[config.mk]
export PLATFORM = sky130hd
export DESIGN_NAME = scd_ctrl
export DESIGN_NICKNAME = d
export VERILOG_FILES = /design/src/hdl/scd_pkg.sv /design/src/hdl/scd_ctrl.sv
export SDC_FILE = /design/constraint.sdc
export NUM_CORES = 1
export LEC_CHECK = 0
export ABC_AREA = 1
export BUFFER_PORTS_ARGS = -buffer_cell sky130_fd_sc_hd__buf_2
export CORE_AREA = 2 2 39 41
export CTS_CLUSTER_DIAMETER = 30
export DETAILED_ROUTE_END_ITERATION = 7
export DIE_AREA = 0 0 41 43
export PLACE_DENSITY = 0.54
export SYNTH_ARGS = -nofsm -noshare
export SYNTH_HDL_FRONTEND = slang
export SYNTH_SLANG_ARGS = --single-unit
[constraint.sdc]
create_clock -name clk -period 1.7 [get_ports clk]
set_input_delay 0.17 -clock clk [delete_from_list [all_inputs] [get_ports clk]]
set_output_delay 0.17 -clock clk [all_outputs]
set_load 0.01 [all_outputs]
[src/hdl/scd_pkg.sv]
`timescale 1ns / 1ps

package scd_pkg;

	// Sample and delay line geometry.
	localparam int SAMPLE_W = 24;
	localparam int NUM_CH = 2;
	localparam int DELAY_DEPTH = 2048;
	localparam int ADDR_BITS = $clog2(DELAY_DEPTH);
	localparam int FRAC_BITS = 8;
	localparam int POS_BITS = ADDR_BITS + FRAC_BITS;

	// LFO sine table.
	localparam int PHASE_W = 32;
	localparam int SINE_ENTRIES = 1024;
	localparam int SINE_BITS = $clog2(SINE_ENTRIES);
	localparam int SINE_W = 16;

	// Configuration register widths.
	localparam int STEP_W = 20;
	localparam int AMT_W = 16;
	localparam int DLY_W = 19;
	localparam int CFG_DATA_W = 20;
	localparam int CFG_INDEX_W = 3;

	// Register indexes.
	localparam logic [CFG_INDEX_W-1:0] REG_PHASE_STEP = 3'd0;
	localparam logic [CFG_INDEX_W-1:0] REG_DEPTH = 3'd1;
	localparam logic [CFG_INDEX_W-1:0] REG_MIX = 3'd2;
	localparam logic [CFG_INDEX_W-1:0] REG_GAIN = 3'd3;
	localparam logic [CFG_INDEX_W-1:0] REG_CENTER = 3'd4;
	localparam logic [CFG_INDEX_W-1:0] REG_SWING = 3'd5;

	// Reset values of the registers.
	localparam logic [STEP_W-1:0] RST_PHASE_STEP = 20'd71583;
	localparam logic [AMT_W-1:0] RST_DEPTH = 16'd36045;
	localparam logic [AMT_W-1:0] RST_MIX = 16'd22938;
	localparam logic [AMT_W-1:0] RST_GAIN = 16'd4096;
	localparam logic [DLY_W-1:0] RST_CENTER = 19'd245760;
	localparam logic [DLY_W-1:0] RST_SWING = 19'd122880;

	// Datapath widths.
	localparam int SD_W = DLY_W + AMT_W;
	localparam int PROD_W = SINE_W + SD_W + 1;
	localparam int OFFS_W = PROD_W - 31;
	localparam int DELAY_W = (POS_BITS + 1 > OFFS_W + 1) ? POS_BITS + 1 : OFFS_W + 1;
	localparam int DIFF_W = SAMPLE_W + 1;
	localparam int WET_W = DIFF_W + FRAC_BITS + 1;
	localparam int MXD_W = WET_W + 1;
	localparam int ACC_W = MXD_W + AMT_W + 1;
	localparam int MIXED_W = ACC_W - 24;
	localparam int GP_W = MIXED_W + AMT_W + 1;
	localparam int RES_W = GP_W - 12;

	// Delay limits: one sample up to two samples short of the line length.
	localparam logic signed [DELAY_W-1:0] DLY_MIN = DELAY_W'(1 << FRAC_BITS);
	localparam logic signed [DELAY_W-1:0] DLY_MAX = DELAY_W'((DELAY_DEPTH - 2) << FRAC_BITS);

	localparam logic signed [RES_W-1:0] SAT_HI = RES_W'((1 << (SAMPLE_W - 1)) - 1);
	localparam logic signed [RES_W-1:0] SAT_LO = -RES_W'(1 << (SAMPLE_W - 1));

	typedef logic signed [SAMPLE_W-1:0] sample_t;

	typedef struct packed {
		logic [STEP_W-1:0] phase_step;
		logic [AMT_W-1:0] depth_amount;
		logic [AMT_W-1:0] mix_amount;
		logic [AMT_W-1:0] output_gain;
		logic [DLY_W-1:0] center_delay;
		logic [DLY_W-1:0] swing_delay;
	} cfg_t;

	typedef enum logic [3:0] {
		ST_IDLE,
		ST_LOOKUP,
		ST_SCALE,
		ST_OFFSET,
		ST_ADDR,
		ST_READ0,
		ST_READ1,
		ST_INTERP,
		ST_MIX,
		ST_GAIN,
		ST_FINISH
	} state_t;

	typedef struct packed {
		logic accept;
		logic lookup;
		logic scale;
		logic offset;
		logic addr;
		logic read0;
		logic read1;
		logic interp;
		logic mix;
		logic gain;
		logic finish;
	} cmd_t;

	typedef struct packed {
		logic out_free;
	} status_t;

	// Sine entry in Q1.15 from a Q2.30 Taylor series on the folded quadrant.
	localparam logic [63:0] HALF_PI_Q30 = 64'd1686629713;

	function automatic logic signed [SINE_W-1:0] sine_entry(int k);
		logic [63:0] t;
		logic [63:0] q;
		logic [63:0] u;
		logic [63:0] x;
		logic [63:0] x2;
		logic [63:0] t3;
		logic [63:0] t5;
		logic [63:0] t7;
		logic [63:0] t9;
		logic [63:0] t11;
		logic signed [63:0] s;
		logic signed [63:0] r;
		t = (64'(k) << 32) / SINE_ENTRIES;
		q = t >> 30;
		u = t & 64'h3FFF_FFFF;
		if (q[0]) begin
			u = 64'h4000_0000 - u;
		end
		x = (u * HALF_PI_Q30) >> 30;
		x2 = (x * x) >> 30;
		t3 = ((x * x2) >> 30) / 6;
		t5 = ((t3 * x2) >> 30) / 20;
		t7 = ((t5 * x2) >> 30) / 42;
		t9 = ((t7 * x2) >> 30) / 72;
		t11 = ((t9 * x2) >> 30) / 110;
		s = $signed(x) - $signed(t3) + $signed(t5) - $signed(t7) + $signed(t9) - $signed(t11);
		if (s < 0) begin
			s = 0;
		end
		r = (s + 64'sd16384) >>> 15;
		if (r > 64'sd32767) begin
			r = 64'sd32767;
		end
		if (q >= 2) begin
			r = -r;
		end
		return r[SINE_W-1:0];
	endfunction

	typedef logic signed [SINE_W-1:0] sine_tab_t [SINE_ENTRIES];

	function automatic sine_tab_t build_sine_table();
		sine_tab_t tab;
		for (int k = 0; k < SINE_ENTRIES; k++) begin
			tab[k] = sine_entry(k);
		end
		return tab;
	endfunction

	localparam sine_tab_t SINE_TABLE = build_sine_table();

endpackage

[src/hdl/scd_ctrl.sv]
`timescale 1ns / 1ps

// Sequencer: steps a frame through the datapath, one op a cycle but for stalls.
module scd_ctrl (
	input  logic               clk,
	input  logic               arst_n,
	input  logic               in_valid,
	output logic               in_stall,
	input  scd_pkg::status_t   status,
	output scd_pkg::cmd_t      cmd
);

	scd_pkg::state_t state_q;
	scd_pkg::state_t state_n;

	always_ff @(posedge clk or negedge arst_n) begin
		if (!arst_n) begin
			state_q <= scd_pkg::ST_IDLE;
		end else begin
			state_q <= state_n;
		end
	end

	always_comb begin
		state_n = state_q;
		unique case (state_q)
			scd_pkg::ST_IDLE: begin
				if (in_valid) begin
					state_n = scd_pkg::ST_LOOKUP;
				end
			end
			scd_pkg::ST_LOOKUP: state_n = scd_pkg::ST_SCALE;
			scd_pkg::ST_SCALE: state_n = scd_pkg::ST_OFFSET;
			scd_pkg::ST_OFFSET: state_n = scd_pkg::ST_ADDR;
			scd_pkg::ST_ADDR: state_n = scd_pkg::ST_READ0;
			scd_pkg::ST_READ0: state_n = scd_pkg::ST_READ1;
			scd_pkg::ST_READ1: state_n = scd_pkg::ST_INTERP;
			scd_pkg::ST_INTERP: state_n = scd_pkg::ST_MIX;
			scd_pkg::ST_MIX: state_n = scd_pkg::ST_GAIN;
			scd_pkg::ST_GAIN: state_n = scd_pkg::ST_FINISH;
			scd_pkg::ST_FINISH: begin
				if (status.out_free) begin
					state_n = scd_pkg::ST_IDLE;
				end
			end
			default: state_n = scd_pkg::ST_IDLE;
		endcase
	end

	always_comb begin
		cmd = '0;
		in_stall = 1'b1;
		unique case (state_q)
			scd_pkg::ST_IDLE: begin
				in_stall = 1'b0;
				cmd.accept = in_valid;
			end
			scd_pkg::ST_LOOKUP: cmd.lookup = 1'b1;
			scd_pkg::ST_SCALE: cmd.scale = 1'b1;
			scd_pkg::ST_OFFSET: cmd.offset = 1'b1;
			scd_pkg::ST_ADDR: cmd.addr = 1'b1;
			scd_pkg::ST_READ0: cmd.read0 = 1'b1;
			scd_pkg::ST_READ1: cmd.read1 = 1'b1;
			scd_pkg::ST_INTERP: cmd.interp = 1'b1;
			scd_pkg::ST_MIX: cmd.mix = 1'b1;
			scd_pkg::ST_GAIN: cmd.gain = 1'b1;
			scd_pkg::ST_FINISH: cmd.finish = status.out_free;
			default: begin
			end
		endcase
	end

endmodule

==> metrics <==
Avg Inst Size Synth around 6.5 um2; Setup TNS 0 ps; DRT Pass-1 Iters 4; Max stage delay cell, worst path dfrtp_1; Nets 70; Initial Util 0.212; I/O Buffers 15; TritonCTS buffer count 3; residual DRC count 0; skew final between 2 and 2.5 ps; H-tree Lvls 1; Worst Hold Class input port to flip-flop; Non-Filler Instances 80; design area between 400 and 500 um2; Total GRT Usage 0.0997; Vias 328; Worst Max-Slew Pin Slew 239 ps; gr ovfl total 0; total die area around 0.0018 mm2; largest register by flop count state_q; initial antenna violation count 0; Worst-Skew Late Latency 230 ps; Seq cells post-synth 4; first-pass GRT wire length 1150 um; syn nets 49; Ports 16; largest registers state_q x4; Resized cells post-CTS 0; fin worst setup slack between 300 and 400 ps; Seq/Total Area, Yosys 0.340; Hold WS 254 ps; PwrDens between 1500 and 2000 mW/mm2; f_max 732 MHz; CP Cell Sequence nor2_2 > nand2_1 > nor2_1 > buf_2; required time of the critical path ~1500 ps; Routed Antenna Nets 0; # setup viols final 0; die height 43 um; Period Utilization, post-route 0.804; max FFs per register 4; VDD IR-drop max 698 uV; count of cell types in the netlist 14; clk slew on worst S/H paths 40 ps; CP max stage delay 430 ps; RD Place Congestion 0.781; n_diodes 0; unrepaired setup endpoints after global routing false; Fin. Hold Viols 0; num rows 14; area grow syn2layout 43.4%; cell count after synthesis 45; post-CTS setup buffer count 0; Root Driver clkbuf_4; outcome finished, final reports clean; placed cells 76; MaxCap Viol Count 0; DIE WIDTH 41 um; layout cells sized above 1 0.406; Detailed Place HPWL 570 um; Rel. slew slack 0.839; Setup crit start kind flip-flop; crit-path max FO 4; maximum number of pins on one net before global-route repair 7; per-cell routed wire length 8.56 um; Post-Route WL 685 um; kind of critical path flip-flop to output port; CTS tree yes; CTS Buffer Depth 2; # clock sinks 4; Pleak 0.261 nW; Layout fillers 163; Post-DP Area 389 um2; DR iter-0 viols 9; vias per cell 4.10; fin crit period about 1400 ps; crit end category output port; vias in the first global route 295; dpl ws between 500 and 600 ps; CP arrival 1200 ps; Syn Std Cell Area 294 um2; reg2reg setup slack between 700 and 800 ps; core area approximately 0.0014 mm2; max-slew violation count 0; YS warnings 0
where the power goes:
group	switching, mW	internal (mW)
Clock	0.0343	0.0786
Sequential	0.0703	0.146
Combinational	0.301	0.175
through the flow:
step                utilization  power, mW
floorplan                     -      0.546
global placement          0.281      0.693
detailed placement        0.281      0.700
CTS                       0.305      0.824
global route              0.305      0.890
finish                    0.305      0.805
logic make-up (layout without fill, tap and decap cells):
group                  count (synthesis)  after routing  share of synthesized area
AO/OA/AOI/OAI                          2              2                     0.0340
buffers and inverters                 10             29                      0.128
flip-flops                             4              4                      0.340
AND/OR/NAND/NOR                       29             29                      0.498
final cells by class:
type | instances | area [um2] | share of cell area
clock buffers | 3 | 22.5 | 0.0534
inverters | 10 | 37.5 | 0.0890
multi-input cells | 31 | 156 | 0.371
flip-flops and latches | 4 | 100 | 0.237
well taps | 16 | 20.0 | 0.0475
repair buffers | 16 | 85.1 | 0.202
cells in the mapped netlist:
| cell type | n | area share |
|---|---|---|
| nor2_1 | 11 | 0.14 |
| inv_1 | 9 | 0.11 |
| nand2_1 | 8 | 0.10 |
| dfrtp_1 | 4 | 0.34 |
| nor2_2 | 3 | 0.064 |
| nand3_1 | 2 | 0.034 |
| inv_2 | 1 | 0.013 |
| nand2_2 | 1 | 0.021 |
| nand2_4 | 1 | 0.038 |
| nand3_2 | 1 | 0.034 |
| nand3b_1 | 1 | 0.026 |
| nor2_4 | 1 | 0.038 |
| o21ai_0 | 1 | 0.017 |
| o21ai_1 | 1 | 0.017 |
timing repair:
action | in CTS | in global routing
endpoints found under the hold margin | 4 | 0
setup endpoints to repair | 0 | 0
hold buffers | 1 | 0
final timing paths:
check                                       start  cells past startpoint                     end
max                        state_q[2]$_DFFE_PN0P_                      4                  cmd[2]
min                                        status                      4  state_q[1]$_DFFE_PN0P_
max reg2reg                state_q[0]$_DFFE_PN0P_                      4  state_q[1]$_DFFE_PN0P_
min reg2reg                state_q[3]$_DFFE_PN0P_                      3  state_q[2]$_DFFE_PN0P_
max in group asynchronous                  arst_n                      2  state_q[0]$_DFFE_PN0P_
min in group asynchronous                  arst_n                      2  state_q[3]$_DFFE_PN0P_
layout by cell type (no fill, tap or decap):
cell and count:
buf_2 15, nor2_1 11, inv_1 9, nand2_1 8
dfrtp_1 4, nor2_2 3, clkbuf_4 3, nand3_1 2
inv_2 1, nand2_2 1, nand2_4 1, nor2_4 1
o21ai_1 1, o21ai_0 1, nand3_2 1, nand3b_1 1
dlygate4sd3_1 1
critical path: cells and delay by family (launching register included):
| family | cells | cell delay, ps |
|---|---|---|
| AND/OR/NAND/NOR | 3 | 400 |
| flip-flops | 1 | 430 |
| buffers and inverters | 1 | 140 |
layer usage:
metal	routed length, um	track usage	vias up
met5	0	0	-
met4	0	0.0400	0
met3	48	0.0628	0
met2	333	0.141	15
met1	303	0.117	140
li1	-	-	173
Note: power is estimated with default switching activity, not from simulation.
