### config.mk
export PLATFORM = sky130hd
export DESIGN_NAME = scd_cfg_regs
export DESIGN_NICKNAME = d
export VERILOG_FILES = /design/src/hdl/scd_pkg.sv /design/src/hdl/scd_cfg_regs.sv
export SDC_FILE = /design/constraint.sdc
export NUM_CORES = 1
export LEC_CHECK = 0
export BUFFER_PORTS_ARGS = -buffer_cell sky130_fd_sc_hd__buf_4
export CAP_MARGIN = 30
export CELL_PAD_IN_SITES_DETAIL_PLACEMENT = 0
export CELL_PAD_IN_SITES_GLOBAL_PLACEMENT = 2
export CORE_ASPECT_RATIO = 1.75
export CORE_MARGIN = 3
export CORE_UTILIZATION = 31
export DETAILED_ROUTE_END_ITERATION = 7
export PLACE_DENSITY_LB_ADDON = 0.1
export SLEW_MARGIN = 5
export SYNTH_ARGS = -nofsm -noshare
export SYNTH_HDL_FRONTEND = slang
export SYNTH_SLANG_ARGS = --single-unit
### constraint.sdc
create_clock -name clk -period 0.8 [get_ports clk]
set_input_delay 0.12 -clock clk [delete_from_list [all_inputs] [get_ports clk]]
set_output_delay 0.12 -clock clk [all_outputs]
set_load 0.1 [all_outputs]
### src/hdl/scd_pkg.sv
`timescale 1ns / 1ps

package scd_pkg;

	// Sample and delay line geometry.
	localparam int SAMPLE_W = 24;
	localparam int NUM_CH = 2;
	localparam int DELAY_DEPTH = 2048;
	localparam int ADDR_BITS = $clog2(DELAY_DEPTH);
	localparam int FRAC_BITS = 8;
	localparam int POS_BITS = ADDR_BITS + FRAC_BITS;

	// LFO sine table.
	localparam int PHASE_W = 32;
	localparam int SINE_ENTRIES = 1024;
	localparam int SINE_BITS = $clog2(SINE_ENTRIES);
	localparam int SINE_W = 16;

	// Configuration register widths.
	localparam int STEP_W = 20;
	localparam int AMT_W = 16;
	localparam int DLY_W = 19;
	localparam int CFG_DATA_W = 20;
	localparam int CFG_INDEX_W = 3;

	// Register indexes.
	localparam logic [CFG_INDEX_W-1:0] REG_PHASE_STEP = 3'd0;
	localparam logic [CFG_INDEX_W-1:0] REG_DEPTH = 3'd1;
	localparam logic [CFG_INDEX_W-1:0] REG_MIX = 3'd2;
	localparam logic [CFG_INDEX_W-1:0] REG_GAIN = 3'd3;
	localparam logic [CFG_INDEX_W-1:0] REG_CENTER = 3'd4;
	localparam logic [CFG_INDEX_W-1:0] REG_SWING = 3'd5;

	// Reset values of the registers.
	localparam logic [STEP_W-1:0] RST_PHASE_STEP = 20'd71583;
	localparam logic [AMT_W-1:0] RST_DEPTH = 16'd36045;
	localparam logic [AMT_W-1:0] RST_MIX = 16'd22938;
	localparam logic [AMT_W-1:0] RST_GAIN = 16'd4096;
	localparam logic [DLY_W-1:0] RST_CENTER = 19'd245760;
	localparam logic [DLY_W-1:0] RST_SWING = 19'd122880;

	// Datapath widths.
	localparam int SD_W = DLY_W + AMT_W;
	localparam int PROD_W = SINE_W + SD_W + 1;
	localparam int OFFS_W = PROD_W - 31;
	localparam int DELAY_W = (POS_BITS + 1 > OFFS_W + 1) ? POS_BITS + 1 : OFFS_W + 1;
	localparam int DIFF_W = SAMPLE_W + 1;
	localparam int WET_W = DIFF_W + FRAC_BITS + 1;
	localparam int MXD_W = WET_W + 1;
	localparam int ACC_W = MXD_W + AMT_W + 1;
	localparam int MIXED_W = ACC_W - 24;
	localparam int GP_W = MIXED_W + AMT_W + 1;
	localparam int RES_W = GP_W - 12;

	// Delay limits: one sample up to two samples short of the line length.
	localparam logic signed [DELAY_W-1:0] DLY_MIN = DELAY_W'(1 << FRAC_BITS);
	localparam logic signed [DELAY_W-1:0] DLY_MAX = DELAY_W'((DELAY_DEPTH - 2) << FRAC_BITS);

	localparam logic signed [RES_W-1:0] SAT_HI = RES_W'((1 << (SAMPLE_W - 1)) - 1);
	localparam logic signed [RES_W-1:0] SAT_LO = -RES_W'(1 << (SAMPLE_W - 1));

	typedef logic signed [SAMPLE_W-1:0] sample_t;

	typedef struct packed {
		logic [STEP_W-1:0] phase_step;
		logic [AMT_W-1:0] depth_amount;
		logic [AMT_W-1:0] mix_amount;
		logic [AMT_W-1:0] output_gain;
		logic [DLY_W-1:0] center_delay;
		logic [DLY_W-1:0] swing_delay;
	} cfg_t;

	typedef enum logic [3:0] {
		ST_IDLE,
		ST_LOOKUP,
		ST_SCALE,
		ST_OFFSET,
		ST_ADDR,
		ST_READ0,
		ST_READ1,
		ST_INTERP,
		ST_MIX,
		ST_GAIN,
		ST_FINISH
	} state_t;

	typedef struct packed {
		logic accept;
		logic lookup;
		logic scale;
		logic offset;
		logic addr;
		logic read0;
		logic read1;
		logic interp;
		logic mix;
		logic gain;
		logic finish;
	} cmd_t;

	typedef struct packed {
		logic out_free;
	} status_t;

	// Sine entry in Q1.15 from a Q2.30 Taylor series on the folded quadrant.
	localparam logic [63:0] HALF_PI_Q30 = 64'd1686629713;

	function automatic logic signed [SINE_W-1:0] sine_entry(int k);
		logic [63:0] t;
		logic [63:0] q;
		logic [63:0] u;
		logic [63:0] x;
		logic [63:0] x2;
		logic [63:0] t3;
		logic [63:0] t5;
		logic [63:0] t7;
		logic [63:0] t9;
		logic [63:0] t11;
		logic signed [63:0] s;
		logic signed [63:0] r;
		t = (64'(k) << 32) / SINE_ENTRIES;
		q = t >> 30;
		u = t & 64'h3FFF_FFFF;
		if (q[0]) begin
			u = 64'h4000_0000 - u;
		end
		x = (u * HALF_PI_Q30) >> 30;
		x2 = (x * x) >> 30;
		t3 = ((x * x2) >> 30) / 6;
		t5 = ((t3 * x2) >> 30) / 20;
		t7 = ((t5 * x2) >> 30) / 42;
		t9 = ((t7 * x2) >> 30) / 72;
		t11 = ((t9 * x2) >> 30) / 110;
		s = $signed(x) - $signed(t3) + $signed(t5) - $signed(t7) + $signed(t9) - $signed(t11);
		if (s < 0) begin
			s = 0;
		end
		r = (s + 64'sd16384) >>> 15;
		if (r > 64'sd32767) begin
			r = 64'sd32767;
		end
		if (q >= 2) begin
			r = -r;
		end
		return r[SINE_W-1:0];
	endfunction

	typedef logic signed [SINE_W-1:0] sine_tab_t [SINE_ENTRIES];

	function automatic sine_tab_t build_sine_table();
		sine_tab_t tab;
		for (int k = 0; k < SINE_ENTRIES; k++) begin
			tab[k] = sine_entry(k);
		end
		return tab;
	endfunction

	localparam sine_tab_t SINE_TABLE = build_sine_table();

endpackage

### src/hdl/scd_cfg_regs.sv
`timescale 1ns / 1ps

// Configuration register file; writes to indexes past the list are dropped.
module scd_cfg_regs (
	input  logic                             clk,
	input  logic                             arst_n,
	input  logic                             cfg_write,
	input  logic [scd_pkg::CFG_INDEX_W-1:0]  cfg_index,
	input  logic [scd_pkg::CFG_DATA_W-1:0]   cfg_data,
	output scd_pkg::cfg_t                    cfg
);

	scd_pkg::cfg_t cfg_q;

	always_ff @(posedge clk or negedge arst_n) begin
		if (!arst_n) begin
			cfg_q.phase_step <= scd_pkg::RST_PHASE_STEP;
			cfg_q.depth_amount <= scd_pkg::RST_DEPTH;
			cfg_q.mix_amount <= scd_pkg::RST_MIX;
			cfg_q.output_gain <= scd_pkg::RST_GAIN;
			cfg_q.center_delay <= scd_pkg::RST_CENTER;
			cfg_q.swing_delay <= scd_pkg::RST_SWING;
		end else if (cfg_write) begin
			unique case (cfg_index)
				scd_pkg::REG_PHASE_STEP: cfg_q.phase_step <= cfg_data[scd_pkg::STEP_W-1:0];
				scd_pkg::REG_DEPTH: cfg_q.depth_amount <= cfg_data[scd_pkg::AMT_W-1:0];
				scd_pkg::REG_MIX: cfg_q.mix_amount <= cfg_data[scd_pkg::AMT_W-1:0];
				scd_pkg::REG_GAIN: cfg_q.output_gain <= cfg_data[scd_pkg::AMT_W-1:0];
				scd_pkg::REG_CENTER: cfg_q.center_delay <= cfg_data[scd_pkg::DLY_W-1:0];
				scd_pkg::REG_SWING: cfg_q.swing_delay <= cfg_data[scd_pkg::DLY_W-1:0];
				default: begin
				end
			endcase
		end
	end

	assign cfg = cfg_q;

endmodule

==> metrics.txt, run 1 <==
status=finished with violations; failing checks=setup timing; Via Count=about 2600; worst slew pin tran=335 ps; Die X=92.2 um; post-route design area=between 8000 and 9000 um^2; simple-gate share of the synthesized area=1.68%; gr ovfl total=0; Max Transition Viols Final=0; Die Area=14500 um^2; CP Class=reg -> out; worst hold path depth=2; Mapped Area=just over 4000 um^2; hold_ws=32.0 ps; total power draw=30500 uW; RSZ-0062 raised after global routing=true; final setup margin=-482 ps; Final Hold Viols=0; sequential fraction of the synthesis area=66.9%; Synth Area in Compound Gates=0%; worst-path maximum fanout=2; H-tree depth=3; first-pass GRT wire length=just under 20000 um; post-DP HPWL=between 7000 and 8000 um; GP Congestion=a little under 0.7; Antenna Nets Post-Route=0; Area Overhead vs Synth=108%; Crit-path slowest cell=dfstp_4; nature of the critical path startpoint=register; row count=54; Buf/Inv on CP=1; adder-cell area share of the yosys netlist=0%; xor/xnor share of the synthesized area=0%; Yosys Warn Count=0; Reg clk slew, reported paths=70 ps; Achievable Freq=about 780 MHz; worst-case clock buffer depth=2; FF/Latch Area=just over 3000 um^2; initial antenna violation count=0; peak supply drop=1.75 mV; clock sinks=106; Critical Path AT=1160 ps; setup violators final=between 200 and 250; mux contribution to synthesized area=29.6%; final wirelength=12600 um; clk root buf=clkbuf_16; DRC viols=0; post-synthesis net count=255; layout cell share with drive strength beyond 1=98.8%; maxcap violations=0; CTS tree=yes; number of fill cells in the layout=888; DRT iter0 DRCs=75; delay-heaviest family, CP=flip-flops; clock latency at the later pin of the worst-skew pair=340 ps; WP data required=680 ps; commonest non-fill, non-tap cells in the layout=119 x buf_12, 106 x mux2_4, 52 x dfrtp_4, 36 x dfstp_4, 31 x buf_4; multi-input logic area=1710 um^2; nets@finish=438; largest family of logic cells by synthesized area=multiplexers; critical path, cell by cell=buf_12; slowest cell delay on critical path=650 ps; initial core utilization=32.1%; ANT cells=0; Vias/cell=4.52; FF+latch count, synth=roughly 110; slew margin rel.=between 70% and 80%; flip-flop count of the largest register after layout=106; final core occ=approximately 67%; Syn Inst Count=229; largest net degree at the start of global routing=60; crit path capture type=output pin; Total GRT Usage=~18%; core area=12600 um^2; Die H=157 um; pwr/cell area=3650 nW/um^2; Worst R2R Path Depth=2; distinct cell type count after synthesis=12; Routed WL per cell=21.6 um; leakage=0.00366 uW; Ports=approximately 130; critical path depth in cells=1; commonest non-fill, non-tap cell in the layout=buf_12; CTS buffer count=9; port bufs=131; Hold Path Class=in -> reg; Syn Area/Cell=17.6 um^2; clock skew=0 ps; area post-placement=6050 um^2; vias in the first global route=roughly 3100; final period demand of the worst path=1280 ps; ratio of final minimum period to clock period=160%; first drt pass iteration count=4
## report_power, final
group          switching, uW  leakage [uW]  internal (uW)
Clock                   1960      0.000152           2620
Sequential              1430       0.00116           7550
Combinational          10200       0.00235           6710
## final timing paths
check / from / to / slack (ps)
setup / recovery: cfg[85] / cfg[85] / -480
hold / removal: cfg_data[18] / cfg[18] / 30
setup reg to reg: cfg[103] / cfg[103] / -200
hold reg to reg: cfg[10] / cfg[10] / 560
max in group asynchronous: arst_n / cfg[58] / 130
min in group asynchronous: arst_n / cfg[11] / 300
## cell usage after synthesis, drive strengths merged
cell type / count / area (um^2)
mux2: 106 / 1190
dfrtp: 70 / 1750
dfstp: 36 / 946
buf: 11 / 71.3
and4bb: 2 / 25.0
nand4b: 2 / 23.8
nor4b: 1 / 8.76
nor4bb: 1 / 10.0
## cell families (layout without fill, tap and decap cells)
group | count (synthesis) | in the layout
and+or+nand+nor | 6 | 6
DFF | 106 | 106
buffers and inverters | 11 | 199
muxes | 106 | 106
## per-layer routing
layer | GRT usage, % | wire (um) | up-vias
li1 | - | - | 1178
met1 | 21.5 | 4880 | 1381
met2 | 32.6 | 7130 | 78
met3 | 3.66 | 478 | 8
met4 | 4.89 | 131 | 0
met5 | 0 | 0 | -
## per-stage QoR
stage	setup slack, ps	setup TNS (ps)	instances
floorplan	-343	-28640	229
global placement	-521	-52390	530
detailed placement	-544	-53230	530
CTS	-501	-52130	575
global route	-506	-59530	585
finish	-482	-54370	585
## cell type report
| type | instances | share of cell area (%) |
|---|---|---|
| Tap cell | 168 | 2.51 |
| Timing Repair Buffer | 183 | 37.0 |
| Sequential cell | 106 | 36.5 |
| Clock inverter | 4 | 0.583 |
| Multi-Input combinational cell | 112 | 20.4 |
| Clock buffer | 12 | 3.08 |
## timing repair
| action | CTS | global route |
|---|---|---|
| hold endpoints to repair | 90 | 0 |
| cloned | 7 | 2 |
| hold buffers | 2 | 0 |
| pin swaps | 4 | 4 |
| setup buffers | 20 | 18 |
| gates resized for setup | 371 | 32 |
| setup endpoints to repair | 211 | 212 |
Note: power is estimated with default switching activity, not from simulation.
==> inputs of run 2 (changes only) <==
SKIP_CTS_REPAIR_TIMING = 1   (was not set)
==> metrics.txt, run 2 (synthesized netlist as in run 1, its figures left out) <==
final wirelength=12600 um (about the same); number of fill cells in the layout=909 (was 888); GP Congestion=0.693 (unchanged); P_sw=13600 uW (about the same); worst-case clock buffer depth=2 (unchanged); Clock power frac=15.1% (was 15.0%); first-pass GRT wire length=16900 um (was 19300 um); clock skew=0 ps (unchanged); Max Transition Viols Final=0 (unchanged); critical path, cell by cell=buf_12 (unchanged); final setup margin=-477 ps (was -482 ps); clock latency at the later pin of the worst-skew pair=340 ps (about the same); DRC viols=0 (unchanged); crit path capture type=output pin (unchanged); Seq pwr share=29.6% (was 29.4%); largest net degree at the start of global routing=60 (unchanged); Antenna Nets Post-Route=0 (unchanged); commonest non-fill, non-tap cells in the layout=116 x buf_12, 106 x mux2_4, 52 x dfrtp_4, 36 x dfstp_4, 28 x buf_4 (was 119 x buf_12, 106 x mux2_4, 52 x dfrtp_4, 36 x dfstp_4, 31 x buf_4); DRT iter0 DRCs=63 (was 75); Critical Path AT=1160 ps (about the same); Area Overhead vs Synth=104% (was 108%); nets@finish=426 (was 438); Hold Path Class=in -> reg (unchanged); area post-placement=6050 um^2 (unchanged); layout cell share with drive strength beyond 1=99.0% (was 98.8%); port bufs=131 (unchanged); nature of the critical path startpoint=register (unchanged); Total GRT Usage=15.4% (was 17.9%); flip-flop count of the largest register after layout=106 (unchanged); combinational share of power=55.3% (was 55.6%); Reg clk slew, reported paths=70 ps (about the same); CTS buffer count=9 (unchanged); H-tree depth=3 (unchanged); leakage=0.00358 uW (was 0.00366 uW); final period demand of the worst path=1280 ps (about the same); core area=12600 um^2 (unchanged); ratio of final minimum period to clock period=160% (about the same); RSZ-0062 raised after global routing=true (unchanged); delay-heaviest family, CP=flip-flops (unchanged); commonest non-fill, non-tap cell in the layout=buf_12 (unchanged); WP data required=680 ps (about the same); Die Area=14500 um^2 (unchanged); initial core utilization=32.1% (unchanged); setup violators final=211 (was 212); post-route design area=8220 um^2 (was 8360 um^2); CP Class=reg -> out (unchanged); post-DP HPWL=7480 um (unchanged); clock sinks=106 (unchanged); internal power=16700 uW (was 16900 uW); Die H=157 um (unchanged); first drt pass iteration count=4 (unchanged); row count=54 (unchanged); Buf/Inv on CP=1 (unchanged); slew margin rel.=77.1% (was 77.7%); final core occ=65.4% (was 66.6%); worst-path maximum fanout=2 (unchanged); sw frac=44.8% (was 44.7%); Achievable Freq=783 MHz (was 780 MHz); Via Count=2654 (was 2645); status=finished with violations (unchanged); Ports=132 (unchanged); worst slew pin tran=343 ps (was 335 ps); CTS tree=yes (unchanged); Vias/cell=4.63 (was 4.52); Crit-path slowest cell=dfstp_4 (unchanged); vias in the first global route=2794 (was 3053); slowest cell delay on critical path=650 ps (about the same); maxcap violations=0 (unchanged); failing checks=setup timing (unchanged); pwr/cell area=3690 nW/um^2 (was 3650 nW/um^2); Routed WL per cell=22.0 um (was 21.6 um); gr ovfl total=0 (unchanged); Final Hold Viols=0 (unchanged); clk root buf=clkbuf_16 (unchanged); ANT cells=0 (unchanged); initial antenna violation count=0 (unchanged); peak supply drop=1.75 mV (about the same); Die X=92.2 um (unchanged); total power draw=30300 uW (was 30500 uW)
-- run 2: cell types whose count changed in the layout (fill, tap and decap cells not counted) --
cell / delta
clkbuf_16: +5
buf_4: -3
dlygate4sd3_1: -1
buf_6: -6
buf_12: -3
buf_16: -4
-- run 2: stage by stage --
| stage | worst slack (ps) | setup TNS [ps] | cells | hold WS (ps) |
|---|---|---|---|---|
| 6_report | -477 | -48240 | 573 | 9.82 |
| 5_1_grt | -506 | -52350 | 573 | 3.11 |
| 4_1_cts | -602 | -55650 | 546 | -257 |
| 3_5_place_dp | -544 | -53230 | 530 | 117 |
| 3_3_place_gp | -521 | -52390 | 530 | 114 |
| 2_1_floorplan | -343 | -28640 | 229 | -176 |
-- run 2: path summary, 6_finish.rpt --
path,from,to,slack (ps),depth (start not counted)
min reg2reg,cfg[29],cfg[29],560,1
min,cfg_data[19],cfg[105],10,2
max in group asynchronous,arst_n,cfg[58],110,3
max,cfg[85],cfg[85],-480,1
max reg2reg,cfg[97],cfg[97],-190,2
min in group asynchronous,arst_n,cfg[11],310,3
-- run 2: power by group through the flow --
stage | clock [uW] | sequential, uW | combinational, uW
6_report | 4580 | 8980 | 16800
5_1_grt | 4900 | 9160 | 17100
3_3_place_gp | 0 | 8340 | 13100
3_5_place_dp | 0 | 8360 | 13200
2_1_floorplan | 0 | 17200 | 1650
4_1_cts | 4710 | 8280 | 13200
-- run 2: layout make-up --
type	count	area, um^2	share of cell area, %
Clock buffer	12	258	3.14
Tap cell	168	210	2.56
Timing Repair Buffer	171	2950	35.9
Clock inverter	4	48.8	0.594
Sequential cell	106	3050	37.1
Multi-Input combinational cell	112	1710	20.7
-- run 2: metal layers --
layer | track usage [%] | up-vias | share of wire [%] | routed length [um]
met5 | 0 | - | 0 | 0
met4 | 4.89 | 0 | 1.2 | 151
met3 | 3.46 | 11 | 4.0 | 508
met2 | 26.5 | 80 | 57 | 7150
met1 | 19.2 | 1408 | 38 | 4800
li1 | - | 1155 | - | -
